**src/rtl/core/c2mp_pkg.sv**
```systemverilog
`timescale 1ns / 1ps
// ============================================================================
// c2mp_pkg: shared definitions for the complex to magnitude/phase converter
// Sample widths, pipeline depths, the arctangent table and the vector type
// that flows from the input stage into the rotation pipeline.
// ============================================================================
package c2mp_pkg;

  // Width of one signed input component and of each output field.
  localparam int SAMPLE_WIDTH  = 16;
  // Number of rotation iterations in the phase pipeline.
  localparam int CORDIC_STAGES = 18;

  // Fraction bits appended to the inputs before rotation.
  localparam int GUARD_BITS = 16;
  // Angle accumulator: 2^ANGLE_BITS units per full turn.
  localparam int ANGLE_BITS = 32;

  // The rotated vector grows by the CORDIC gain (about 1.65) and by sqrt(2),
  // so two extra bits above the scaled input keep it in range.
  localparam int XY_W = SAMPLE_WIDTH + GUARD_BITS + 2;
  localparam int XY_EXT = XY_W - SAMPLE_WIDTH - GUARD_BITS;

  // Squares and their sum.
  localparam int SQ_W = 2 * SAMPLE_WIDTH;
  // Square root remainder width.
  localparam int REM_W = SAMPLE_WIDTH + 2;

  // Latency of the magnitude path: sum, one stage per root bit, rounding.
  localparam int MAG_LAT  = SAMPLE_WIDTH + 2;
  // Common latency after the input stage.
  localparam int PIPE_LAT = (CORDIC_STAGES > MAG_LAT) ? CORDIC_STAGES : MAG_LAT;

  // Right shift that turns the accumulator into the output angle.
  localparam int PHASE_SHIFT = ANGLE_BITS - SAMPLE_WIDTH;
  localparam logic [ANGLE_BITS-1:0] PHASE_ROUND = ANGLE_BITS'((2 ** PHASE_SHIFT) / 2);

  // A quarter turn, used by the pre-rotation into the right half plane.
  localparam logic [ANGLE_BITS-1:0] QUARTER_TURN = ANGLE_BITS'(2 ** (ANGLE_BITS - 2));

  // atan(2^-i) in units of 2^32 per turn, rounded to nearest.
  localparam logic [ANGLE_BITS-1:0] ATAN_TABLE [0:31] = '{
    32'h20000000, 32'h12E4051E, 32'h09FB385B, 32'h051111D4,
    32'h028B0D43, 32'h0145D7E1, 32'h00A2F61E, 32'h00517C55,
    32'h0028BE53, 32'h00145F2F, 32'h000A2F98, 32'h000517CC,
    32'h00028BE6, 32'h000145F3, 32'h0000A2FA, 32'h0000517D,
    32'h000028BE, 32'h0000145F, 32'h00000A30, 32'h00000518,
    32'h0000028C, 32'h00000146, 32'h000000A3, 32'h00000051,
    32'h00000029, 32'h00000014, 32'h0000000A, 32'h00000005,
    32'h00000003, 32'h00000001, 32'h00000001, 32'h00000000
  };

  // Vector and angle carried through the rotation pipeline.
  typedef struct packed {
    logic signed [XY_W-1:0]       x;
    logic signed [XY_W-1:0]       y;
    logic        [ANGLE_BITS-1:0] z;
  } cordic_vec_t;

endpackage

```
**src/rtl/core/c2mp_prep.sv**
```systemverilog
`timescale 1ns / 1ps
// ============================================================================
// c2mp_prep: input stage
// Scales the sample, folds the left half plane onto the right half plane
// with a quarter turn, and squares both components for the magnitude path.
// ============================================================================
module c2mp_prep
  import c2mp_pkg::*;
(
  input  logic                           clk,
  input  logic                           en,
  input  logic signed [SAMPLE_WIDTH-1:0] real_part,
  input  logic signed [SAMPLE_WIDTH-1:0] imag_part,
  output cordic_vec_t                    vec,
  output logic        [SQ_W-1:0]         re_sq,
  output logic        [SQ_W-1:0]         im_sq
);

  logic signed [XY_W-1:0] x_scaled;
  logic signed [XY_W-1:0] y_scaled;
  logic signed [SQ_W-1:0] re_prod;
  logic signed [SQ_W-1:0] im_prod;
  cordic_vec_t            vec_next;

  assign x_scaled = {{XY_EXT{real_part[SAMPLE_WIDTH-1]}}, real_part, {GUARD_BITS{1'b0}}};
  assign y_scaled = {{XY_EXT{imag_part[SAMPLE_WIDTH-1]}}, imag_part, {GUARD_BITS{1'b0}}};

  assign re_prod = real_part * real_part;
  assign im_prod = imag_part * imag_part;

  always_comb begin
    vec_next.x = x_scaled;
    vec_next.y = y_scaled;
    vec_next.z = '0;
    if (real_part[SAMPLE_WIDTH-1]) begin
      if (!imag_part[SAMPLE_WIDTH-1]) begin
        vec_next.x = y_scaled;
        vec_next.y = -x_scaled;
        vec_next.z = QUARTER_TURN;
      end else begin
        vec_next.x = -y_scaled;
        vec_next.y = x_scaled;
        vec_next.z = -QUARTER_TURN;
      end
    end
  end

  always_ff @(posedge clk) begin
    if (en) begin
      vec   <= vec_next;
      re_sq <= unsigned'(re_prod);
      im_sq <= unsigned'(im_prod);
    end
  end

endmodule

```
**config.mk**
```make
export PLATFORM = sky130hd
export DESIGN_NAME = c2mp_prep
export DESIGN_NICKNAME = d
export VERILOG_FILES = /design/src/rtl/core/c2mp_pkg.sv /design/src/rtl/core/c2mp_prep.sv
export SDC_FILE = /design/constraint.sdc
export NUM_CORES = 1
export LEC_CHECK = 0
export BUFFER_PORTS_ARGS = -buffer_cell sky130_fd_sc_hd__buf_2
export CAP_MARGIN = 20
export CORE_UTILIZATION = 60
export DETAILED_ROUTE_END_ITERATION = 8
export GPL_TIMING_DRIVEN = 0
export PLACE_DENSITY = 0.8
export SETUP_SLACK_MARGIN = 0.1
export SYNTH_ARGS = -nofsm -noshare
export SYNTH_HDL_FRONTEND = slang
export SYNTH_SLANG_ARGS = --single-unit
```
**constraint.sdc**
```tcl
create_clock -name clk -period 9.5 [get_ports clk]
set_input_delay 0.475 -clock clk [delete_from_list [all_inputs] [get_ports clk]]
set_output_delay 0.475 -clock clk [all_outputs]
set_load 0.02 [all_outputs]
```
# Word-level counts from Yosys, hierarchy flattened

Index checks and enable logic that the tools add are counted.

$mul: 2
$add $sub $neg: 2
Bitwise operators: 1
Reductions and logical operators: 2
Mux-type cells: 2

Operator list:

| kind             | number |
|---|---|
| $mux 97          | 2 |
| $neg 32->34      | 2 |
| $mul 16x16->32   | 2 |
| $reduce_and 2->1 | 1 |
| $reduce_or 2->1  | 1 |
| $not 1->1        | 1 |

Output and inout port bits: 164
Logic and storage cells: 16
Input bits: 34
Register bits after elaboration: 164

# Longest topological paths before layout

Depth after elaboration: 3
Mapped depth: 26
Gate-level depth less buffers: 24

# Worst setup path before layout

OpenSTA, ideal clock, no wires.

Path type: input -> register
Start point: input port imag_part[15]
End point: register im_sq[31] (data pin)
Arrival time: 6,584 ps
Path buffers: 4
Setup time: 274 ps
Required time: 9,226 ps
Slack: 2,642 ps
Stages on the path: 24
Cell sequence: clkbuf_1 clkbuf_1 clkbuf_1 clkbuf_1 nand2_1 inv_1 fa_1 fa_1 inv_1 fa_1 fa_1 inv_1 fa_1 inv_1 fa_1 inv_1 ha_1 and3_1 a31oi_1 nand2_1 o21ai_0 a21oi_1 nor4_1 a311oi_1

Longest elaborated chain between the ends: 1

Ends and longest elaborated chain:

| what                   | RTL line        | RTL |
|---|---|---|
| start: declaration     | c2mp_prep.sv:13 | `input logic signed [SAMPLE_WIDTH-1:0] imag_part,` |
| $mul 16x16->32         | c2mp_prep.sv:29 | `assign im_prod = imag_part * imag_part;` |
| via im_prod[31]        | c2mp_prep.sv:22 | `logic signed [SQ_W-1:0] im_prod;` |
| end signal: assignment | c2mp_prep.sv:52 | `im_sq <= unsigned'(im_prod);` |
| end: declaration       | c2mp_prep.sv:16 | `output logic [SQ_W-1:0] im_sq` |

The timed path passes the listed nets, and every way through them passes these cells.
A chain may end at the register's enable or synchronous reset.

# Final worst setup path

Ends and elaborated chain as after synthesis.

==> out/qor.txt <==
pin count of the biggest net entering global routing: 57
GRT Total Usage: 0.296
die area: 37900 sq um
Unique masters post-synth: 61
Worst Setup End Kind: flip-flop
RSZ-0062 raised after global routing: no
Iteration-0 DRC Markers: 1291
critical path's top delay family: adder cells
Gate Count Post-Synth: 2305
Nets: 3200
headroom to the max-slew limit: 0.341
Port Buffer Count: 130
Max Freq: 121 MHz
GP Congestion: 0.975
via-per-instance ratio: 5.31
CP peak stage delay: 0.81 ns
status: finished clean
mapped cell area: 22300 sq um
Worst Tran Pin Value: 0.976 ns
Yosys warning count: 0
total congestion overflow: 0
CTS tree: done
area grow syn2layout: 8.10%
register area: 3000 sq um
Root Buffer: clkbuf_16
Hold WC Path Type: in2reg
CP arrival: 8.53 ns
number of synthesized register bits: 100
Crit-path slowest cell: fa_1
number of synthesized flops with an enable pin: 100
Hold Vio Cnt, Final: 0
DRC errors left: 0
number of routed nets with antenna violations: 0
routed wire length: 52400 um
startpoint types: input pin
Seq/Total Area, Yosys: 0.135
setup tns final: 0 ns
min cycle time layout: 8.30 ns
H-tree Lvls: 3
# rows: 70
PnR worst setup slack: 1.20 ns
First-pass DRT Iterations: 5
share of layout cells above drive strength 1: 0.0954
CP most frequent cell: fa_1
syn_area_per_cell: 9.66 sq um
Top FF cell, synth: edfxtp_1
CTS clk-pin slew, worst paths: 0.09 ns
dpl hpwl: 44500 um
core area: 36500 sq um
most common cell after layout, fill and taps aside: inv_1
cts-stage hold buffer count: 0
first-pass GRT wire length: 85800 um
number of fill cells in the layout: 2801
I/O pin cnt: 198
post-CTS resize count: 0
number of global-route vias before repair: 17000
Place WS: 0.982 ns
kind of critical path: in2reg
Die H: 195 um
Die Wd: 195 um
Slew Viols, Final: 0
Tcrit/Tclk final: 0.873
CP cell instances: clkbuf_1, clkbuf_1, clkbuf_1, clkbuf_1, nand2_1, inv_1, fa_1, fa_1, inv_1, fa_1, fa_1, inv_1, fa_1, inv_1, fa_1, inv_1, ha_1, and3_1, nand2_1, a311oi_1, o21ai_0, a21oi_1, nor4_1, a311oi_1
CTS Buffer Depth: 2
CP bufs+invs: 9
area of the multi-input gates: 16300 sq um
Routed wire per std cell: 17.5 um
Max Cap Viol: 0
CP max FO: 10
CTS Buf Count: 9
most frequent cells in the layout: inv_1, fa_1, ha_1, nand2_1
clk sinks: 100
via count: 15900
Setup Fix Bufs, Post-CTS: 0
CP required: 9.73 ns
initial antenna violation count: 4
initial core utilization: 0.610
Setup-failing EPs final: 0
ys async rst share: 0
[metal layers]
| layer | GRT usage | share of wire |
|---|---|---|
| met1 | 0.385 | 0.39 |
| met2 | 0.486 | 0.48 |
| met3 | 0.0463 | 0.075 |
| met4 | 0.146 | 0.050 |
| met5 | 0 | 0.00050 |
[cell families (layout without fill, tap and decap cells)]
kind of cell               Yosys count  after routing  share of synthesized area
other                                1             70                   0.000168
adders and majority gates          654            654                      0.526
AOI/OAI and AO/OA                  192            192                     0.0573
xor gates and xnor gates           113            113                     0.0445
DFF                                100            100                      0.135
and+or+nand+nor                    445            445                     0.0897
muxes                                6              6                    0.00270
buffers and inverters              794            941                      0.145
[area by class of cell]
| class | instances | share of cell area |
|---|---|---|
| antenna | 4 | 0.000416 |
| buffer | 133 | 0.0308 |
| clock buffer | 9 | 0.00936 |
| clock inverter | 7 | 0.00244 |
| inverter | 661 | 0.103 |
| multi-input combinational | 1476 | 0.676 |
| sequential | 100 | 0.125 |
| tap | 468 | 0.0243 |
| timing repair buffer | 131 | 0.0283 |
[path summary, 6_finish.rpt]
check	from	to	slack, ns	cells after the start
worst max-delay path	imag_part[15]	im_sq[31]	1.20	24
worst min-delay path	real_part[15]	vec[30]	0.34	1
[metrics by stage]
step	util	area, sq um	std cells	hold slack (ns)
floorplan	-	22500	2370	0.574
global placement	0.650	23700	2968	0.739
detailed placement	0.651	23800	2969	0.748
CTS	0.659	24100	2985	0.320
global route	0.659	24100	2986	0.346
finish	0.659	24100	2989	0.340
[flip-flops by register name, indices dropped and copies added (netlist names)]
signal / count
vec: 38
im_sq: 31
re_sq: 31
[Yosys cell counts (all sizes together) (2+ instances only)]
cell type / n / area share
ha: 184 / 0.10
buf: 76 / 0.024
a211o: 3 / 0.0012
o21a: 8 / 0.0027
xnor2: 85 / 0.033
a311oi: 2 / 0.00079
o211ai: 2 / 0.00067
o21ai: 30 / 0.0071
nand2: 173 / 0.029
a211oi: 7 / 0.0026
nor3: 19 / 0.0043
a31oi: 5 / 0.0014
xor2: 28 / 0.011
clkinv: 10 / 0.0017
a41o: 3 / 0.0013
a41oi: 3 / 0.0020
nor2: 131 / 0.022
nor4: 6 / 0.0017
o21bai: 9 / 0.0030
nand3: 12 / 0.0027
a31o: 8 / 0.0031
or2: 6 / 0.0017
inv: 651 / 0.11
a21oi: 73 / 0.017
or3: 9 / 0.0028
o31ai: 3 / 0.0010
nand4: 2 / 0.00056
fa: 470 / 0.42
nor2b: 11 / 0.0031
mux2i: 6 / 0.0027
a21o: 24 / 0.0081
and3: 8 / 0.0022
nand2b: 10 / 0.0028
clkbuf: 57 / 0.0096
a21boi: 3 / 0.0010
edfxtp: 100 / 0.13
and2: 56 / 0.016
Power is not shown: default switching activity piles up to over one toggle a cycle in this logic, so the estimate is an artifact.
