### src/rtl/core/c2mp_pkg.sv
`timescale 1ns / 1ps
// ============================================================================
// c2mp_pkg: shared definitions for the complex to magnitude/phase converter
// Sample widths, pipeline depths, the arctangent table and the vector type
// that flows from the input stage into the rotation pipeline.
// ============================================================================
package c2mp_pkg;

  // Width of one signed input component and of each output field.
  localparam int SAMPLE_WIDTH  = 16;
  // Number of rotation iterations in the phase pipeline.
  localparam int CORDIC_STAGES = 18;

  // Fraction bits appended to the inputs before rotation.
  localparam int GUARD_BITS = 16;
  // Angle accumulator: 2^ANGLE_BITS units per full turn.
  localparam int ANGLE_BITS = 32;

  // The rotated vector grows by the CORDIC gain (about 1.65) and by sqrt(2),
  // so two extra bits above the scaled input keep it in range.
  localparam int XY_W = SAMPLE_WIDTH + GUARD_BITS + 2;
  localparam int XY_EXT = XY_W - SAMPLE_WIDTH - GUARD_BITS;

  // Squares and their sum.
  localparam int SQ_W = 2 * SAMPLE_WIDTH;
  // Square root remainder width.
  localparam int REM_W = SAMPLE_WIDTH + 2;

  // Latency of the magnitude path: sum, one stage per root bit, rounding.
  localparam int MAG_LAT  = SAMPLE_WIDTH + 2;
  // Common latency after the input stage.
  localparam int PIPE_LAT = (CORDIC_STAGES > MAG_LAT) ? CORDIC_STAGES : MAG_LAT;

  // Right shift that turns the accumulator into the output angle.
  localparam int PHASE_SHIFT = ANGLE_BITS - SAMPLE_WIDTH;
  localparam logic [ANGLE_BITS-1:0] PHASE_ROUND = ANGLE_BITS'((2 ** PHASE_SHIFT) / 2);

  // A quarter turn, used by the pre-rotation into the right half plane.
  localparam logic [ANGLE_BITS-1:0] QUARTER_TURN = ANGLE_BITS'(2 ** (ANGLE_BITS - 2));

  // atan(2^-i) in units of 2^32 per turn, rounded to nearest.
  localparam logic [ANGLE_BITS-1:0] ATAN_TABLE [0:31] = '{
    32'h20000000, 32'h12E4051E, 32'h09FB385B, 32'h051111D4,
    32'h028B0D43, 32'h0145D7E1, 32'h00A2F61E, 32'h00517C55,
    32'h0028BE53, 32'h00145F2F, 32'h000A2F98, 32'h000517CC,
    32'h00028BE6, 32'h000145F3, 32'h0000A2FA, 32'h0000517D,
    32'h000028BE, 32'h0000145F, 32'h00000A30, 32'h00000518,
    32'h0000028C, 32'h00000146, 32'h000000A3, 32'h00000051,
    32'h00000029, 32'h00000014, 32'h0000000A, 32'h00000005,
    32'h00000003, 32'h00000001, 32'h00000001, 32'h00000000
  };

  // Vector and angle carried through the rotation pipeline.
  typedef struct packed {
    logic signed [XY_W-1:0]       x;
    logic signed [XY_W-1:0]       y;
    logic        [ANGLE_BITS-1:0] z;
  } cordic_vec_t;

endpackage

### src/rtl/core/c2mp_sqrt.sv
`timescale 1ns / 1ps
// ============================================================================
// c2mp_sqrt: pipelined magnitude
// Adds the squares, extracts one root bit per stage by restoring square
// root, then rounds the root to the nearest integer.
// ============================================================================
module c2mp_sqrt
  import c2mp_pkg::*;
(
  input  logic                    clk,
  input  logic                    en,
  input  logic [SQ_W-1:0]         re_sq,
  input  logic [SQ_W-1:0]         im_sq,
  output logic [SAMPLE_WIDTH-1:0] magnitude
);

  logic [SQ_W-1:0]         src  [0:SAMPLE_WIDTH];
  logic [REM_W-1:0]        rem  [0:SAMPLE_WIDTH];
  logic [SAMPLE_WIDTH-1:0] root [0:SAMPLE_WIDTH];

  always_ff @(posedge clk) begin
    if (en) begin
      src[0]  <= re_sq + im_sq;
      rem[0]  <= '0;
      root[0] <= '0;
    end
  end

  for (genvar k = 0; k < SAMPLE_WIDTH; k++) begin : g_bit
    logic [REM_W-1:0] rem_sh;
    logic [REM_W-1:0] trial;
    logic             fits;

    assign rem_sh = {rem[k][REM_W-3:0], src[k][SQ_W-1 -: 2]};
    assign trial  = {root[k], 2'b01};
    assign fits   = (rem_sh >= trial);

    always_ff @(posedge clk) begin
      if (en) begin
        src[k+1]  <= {src[k][SQ_W-3:0], 2'b00};
        rem[k+1]  <= fits ? (rem_sh - trial) : rem_sh;
        root[k+1] <= {root[k][SAMPLE_WIDTH-2:0], fits};
      end
    end
  end

  // The root rounds up when the remainder exceeds it, that is when the
  // sum lies above (root + 1/2) squared.
  always_ff @(posedge clk) begin
    if (en) begin
      magnitude <= root[SAMPLE_WIDTH] +
                   SAMPLE_WIDTH'(rem[SAMPLE_WIDTH] > REM_W'(root[SAMPLE_WIDTH]));
    end
  end

endmodule

### config.mk
export PLATFORM = sky130hd
export DESIGN_NAME = c2mp_sqrt
export DESIGN_NICKNAME = d
export VERILOG_FILES = /design/src/rtl/core/c2mp_pkg.sv /design/src/rtl/core/c2mp_sqrt.sv
export SDC_FILE = /design/constraint.sdc
export NUM_CORES = 1
export LEC_CHECK = 0
export BUFFER_PORTS_ARGS = -buffer_cell sky130_fd_sc_hd__buf_2
export CORE_MARGIN = 2
export CORE_UTILIZATION = 55
export CTS_CLUSTER_SIZE = 8
export DETAILED_ROUTE_END_ITERATION = 8
export PLACE_DENSITY = 0.72
export SLEW_MARGIN = 20
export SYNTH_ARGS = -nofsm -noshare
export SYNTH_HDL_FRONTEND = slang
export SYNTH_SLANG_ARGS = --single-unit
### constraint.sdc
create_clock -name clk -period 4 [get_ports clk]
set_clock_uncertainty 0.15 [all_clocks]
set_input_delay 0 -clock clk [delete_from_list [all_inputs] [get_ports clk]]
set_output_delay 0 -clock clk [all_outputs]
set_load 0.03 [all_outputs]
After elaboration in Yosys (flattened, before gate mapping)
Memory sizes are Yosys's and may differ from the RTL's.
Cells that the tools add are included.
Storage, ports and cells
  bits of input ports: 66
  output and inout port bits: 16
  memories: 3
  memory bits (writable): 1122
  register bits after elaboration: 16
Cells by class
  magnitude comparators: 17
  multiplexer cells: 18
  $add $sub $neg: 18
Memories
  src: depth 17, bits a word 32, rd ports 16, clocked after memory_dff 0, write ports 17, line c2mp_sqrt.sv:17  | logic [SQ_W-1:0] src [0:SAMPLE_WIDTH];
  rem: depth 17, bits a word 18, rd ports 17, clocked after memory_dff 0, write ports 17, line c2mp_sqrt.sv:18  | logic [REM_W-1:0] rem [0:SAMPLE_WIDTH];
  root: depth 17, bits a word 16, rd ports 17, clocked after memory_dff 0, write ports 17, line c2mp_sqrt.sv:19  | logic [SAMPLE_WIDTH-1:0] root [0:SAMPLE_WIDTH];
Operators by type and width (number)
  $ge 18x18->1: 16
  $mux 18: 16
  $sub 18x18->18: 16
  $add 32x32->32: 1
  $gt 18x16->1: 1
  $add 16x1->16: 1
  $mux 1: 2

Depth between registers and ports, before layout
An unclocked memory read counts as a cell.
  word-level depth: 3
  depth in mapped cells: 16
  depth with buffers taken out: 16

Least setup slack after synthesis
Ideal clock, no wire load.
  path type: reg2reg
  start: memory root[16][7], in the netlist root[2][7]
  end: register magnitude[12], data pin
  arrival: 2.681 ns
  slack: 0.909 ns
  data required time: 3.590 ns
  stages on the path, launching flop included: 17
  path through: edfxtp_1 > inv_1 > ha_1 > a21o_1 > a21o_1 > a21oi_1 > nor2_1 > a211oi_1 > o31ai_1 > a221oi_1 > a21oi_1 > ha_1 > ha_1 > nand2_1 > or2_2 > nor3_1 > xnor2_1
RTL lines
  start, declared: line c2mp_sqrt.sv:19
  end signal, assigned: line c2mp_sqrt.sv:51  | magnitude <= root[SAMPLE_WIDTH] +
  end, declared: line c2mp_sqrt.sv:14  | output logic [SAMPLE_WIDTH-1:0] magnitude

==> results.toml <==
[sta]
worst_slew_pin_slew_ns = 1.047
timing.final.crit_share_pct = 93.38
max_slew_margin_pct = 30.23
final_max_slew_viol_count = 0
fin_crit_ns = 3.735
setup_viol = 0
fin_hold_ws_ns = 0.05109
rsz0062_at_grt = "no"
tns_ns = 0
hold_violations = 0
fmax_mhz = 267.7

[run_status]
run_status = "completed"

[routing]
drtPass1Iterations = 5
drc = 0
dr.first_iter.drc_count = 1082
wl_met3_um = 2071
top_layer = "met4"
wirelength_um = 59380
dr_wl_met2_um = 30820
avgRoutedWirePerCell_um = 16.73
detail-route-antenna-nets = 0
met1_length_um = 24610
vias_per_cell = 5.587
vias = 19830

[worst_setup_path]
critPathLaunchType = "primary input"
worstSetupStartpoint = "im_sq[16]"
worstPathArrival_ns = 3.96
worstPathMaxFanout = 6
slowest_stage = "dlygate4sd3_1"
max_stage_delay_ns = 0.63
crit_type = "primary input to register"
critical_path_buf_inv_count = 4
crit_family = "buffers and inverters"
critPathRequiredTime_ns = 4.23
crit_top_cell = "dlygate4sd3_1"
path_cells = "dlygate4sd3_1 -> buf_2 -> ha_1 -> dlygate4sd3_1 -> a21oi_1 -> o21ai_0 -> a221oi_1 -> o21ai_0 -> a21oi_2 -> o21ai_1 -> o31ai_1 -> xnor2_1 -> dlygate4sd3_1"
worstReg2RegStart = "root[2][7]"
endpoint_kind = "register"

[cts]
cts_resized = 0
clkTransAtPathRegs_ns = 0.05
clk_path_buf_depth = 3
cts_max_level = 3
insertion_delay_ns = 0.63
cts_buffers = 93
clock_sinks = 666
clock-root-buffer = "clkbuf_16"
cts_tree = "yes"

[flow_run]
maxCapViolCount = 0

[cells_and_area]
fillers = 4185
nets = 3048
fin_cells = 3550
drive_gt1_share_pct = 9.372
area_growth_pct = 15.47
antenna_cells = 0

[yosys]
synth_flop_cell = "edfxtp_1"
synth_compound_area_share_pct = 10.20
syn_nets = 2787
synth-simple-area-share_pct = 9.577
yosysUniqueCellTypes = 86
synth_top_family_by_area = "compound AO/OA/AOI/OAI gates"
synth_top_area_share_pct = 62.31
yosysSeqAreaShare_pct = 62.31
syn_area_per_cell_um2 = 12.75
yosys.area_share.adder_pct = 7.975
ys_warn_count = 0
yosys.area.top_type = "edfxtp_1"
post_synth_mux_area_share_pct = 0.7913
synth-xor-area-share_pct = 6.139
synthTopCellsByArea = "edfxtp_1, ha_1, xnor2_1, xor2_1, inv_1"
ys_async_sr_fraction_pct = 0
ys_ff_latch = 666
synth_edf_count = 666
syn_area_mm2 = 0.03210
netlist_instances = 2517

[floorplan]
die_w_um = 245.6
core_mm2 = 0.05770
row_count = 88
pin_count = 82
start_util_pct = 55.63
dieHeight_um = 245.6
die-area_mm2 = 0.06031

[power]
power.switching_mw = 5.438
power_density_mw_per_mm2 = 548.7
swShare_pct = 26.74
p_clk_share_pct = 34.1
leakage_nw = 14.65
p_seq_share_pct = 46.4
internal_power_mw = 14.90
combPwrFrac_pct = 19.5
ir_worst_vdd_mv = 0.3661

[min_path]
worstHoldStart = "re_sq[3]"
hold_path_class = "primary input to register"

[placed_design]
dp_hpwl_um = 40350
place_inst = 3355
place_congestion = 0.9208
port_buffers = 81

[global_routing]
grt_max_degree = 129
grt_pass1_vias = 20310
grt_use_total_pct = 20.01
grt_pass1_wl_um = 97750
antenna_found_initial = 0
grt_overflow = 0
-- power by group through the flow --
stage          logic [mW]  registers [mW]  clock network (mW)
2_1_floorplan        2.81            9.40                   0
3_3_place_gp         3.65            9.53                   0
3_5_place_dp         3.76            9.56                   0
4_1_cts              3.94            9.44                7.10
5_1_grt              4.44            9.52                7.38
6_report             3.98            9.43                6.93
-- cell families (layout without fill, tap and decap cells) --
logic type,after synthesis,in the layout
xor+xnor,225,225
buf+inv,249,517
fa+ha+maj,204,204
compound gates,522,522
simple gates,627,627
other cells,1,1
mux,23,23
flops,666,666
-- flip-flops by register name (all words and copies together), names as in the netlist --
name / count
magnitude: 16
rem: 242
root: 136
src: 272
-- placed cells by master (no fill, tap or decap), drive strengths merged, types with 10 or more instances in the layout --
master         n
a21o          60
a21oi        163
a31oi         14
and2          11
buf          107
clkbuf        96
dlygate4sd3   93
edfxtp       666
ha           203
inv          214
mux2          19
nand2        161
nand2b        34
nand3         44
nand3b        10
nand4         27
nor2         175
nor2b         27
nor3          54
nor4          18
o21a          41
o21ai        141
o21bai        16
o31ai         18
or2           13
or3           20
or4           11
xnor2        133
xor2          92
-- path summary, 6_finish.rpt --
kind	to	slack, ns	cells past startpoint
max	src[0][29]	0.26	13
min	src[0][5]	0.05	5
max reg2reg	magnitude[14]	0.51	16
min reg2reg	src[0][347]	0.26	0
-- per-stage QoR --
stage	util (%)	power [mW]	setup slack (ns)	cell area [µm²]
2_1_floorplan	-	12.21	0.9091	32100
3_3_place_gp	58.22	13.19	0.6016	33590
3_5_place_dp	58.22	13.32	0.5237	33590
4_1_cts	64.24	20.49	0.5065	37060
5_1_grt	64.24	21.34	0.1369	37060
6_report	64.24	20.34	0.2649	37060
-- worst min-delay path, cell delays in order --
cell	delay, ns
buf_2	0.08
ha_1	0.16
a21oi_1	0.07
o21ai_0	0.23
xor2_1	0.12
-- what timing repair did --
action	in CTS	in global routing
hold endpoints to repair	141	0
hold buffers	93	0
setup endpoints to repair	0	0
buffers inserted	0	0
-- synthesized netlist by cell type, types with 7 or more instances --
| cell type | instances |
|---|---|
| o21bai_1 | 16 |
| mux2_2 | 19 |
| o211ai_1 | 9 |
| o21a_1 | 41 |
| nor3_1 | 53 |
| or4_1 | 11 |
| nand3b_1 | 9 |
| buf_2 | 20 |
| a211oi_1 | 9 |
| xnor2_1 | 133 |
| ha_1 | 203 |
| nand3_1 | 43 |
| nand2b_1 | 34 |
| o21ai_1 | 7 |
| a31oi_1 | 14 |
| nor4_1 | 16 |
| nor2_1 | 175 |
| o21ai_0 | 133 |
| and2_1 | 11 |
| a21oi_1 | 159 |
| or2_2 | 12 |
| clkbuf_1 | 12 |
| edfxtp_1 | 666 |
| a21o_1 | 60 |
| nor2b_1 | 27 |
| or3_1 | 20 |
| nand2_1 | 160 |
| nand4_1 | 27 |
| o31ai_1 | 16 |
| and3_1 | 9 |
| inv_1 | 214 |
| xor2_1 | 92 |
-- layer usage --
metal | up-vias | GRT usage [%]
li1 | 9714 | -
met1 | 9517 | 23.57
met2 | 459 | 36.28
met3 | 144 | 3.340
met4 | 0 | 8.039
met5 | - | 0
-- layout make-up --
cell class,count,area (µm²),share of cell area (%)
clock buffer,96,2360,6.367
clock inverter,6,180.2,0.4861
inverter,215,807.0,2.177
multi-input combinational,1602,11140,30.07
sequential,666,20000,53.96
tap,765,957.2,2.583
timing repair buffer,200,1617,4.362
Power figures use the tool's default switching activity.
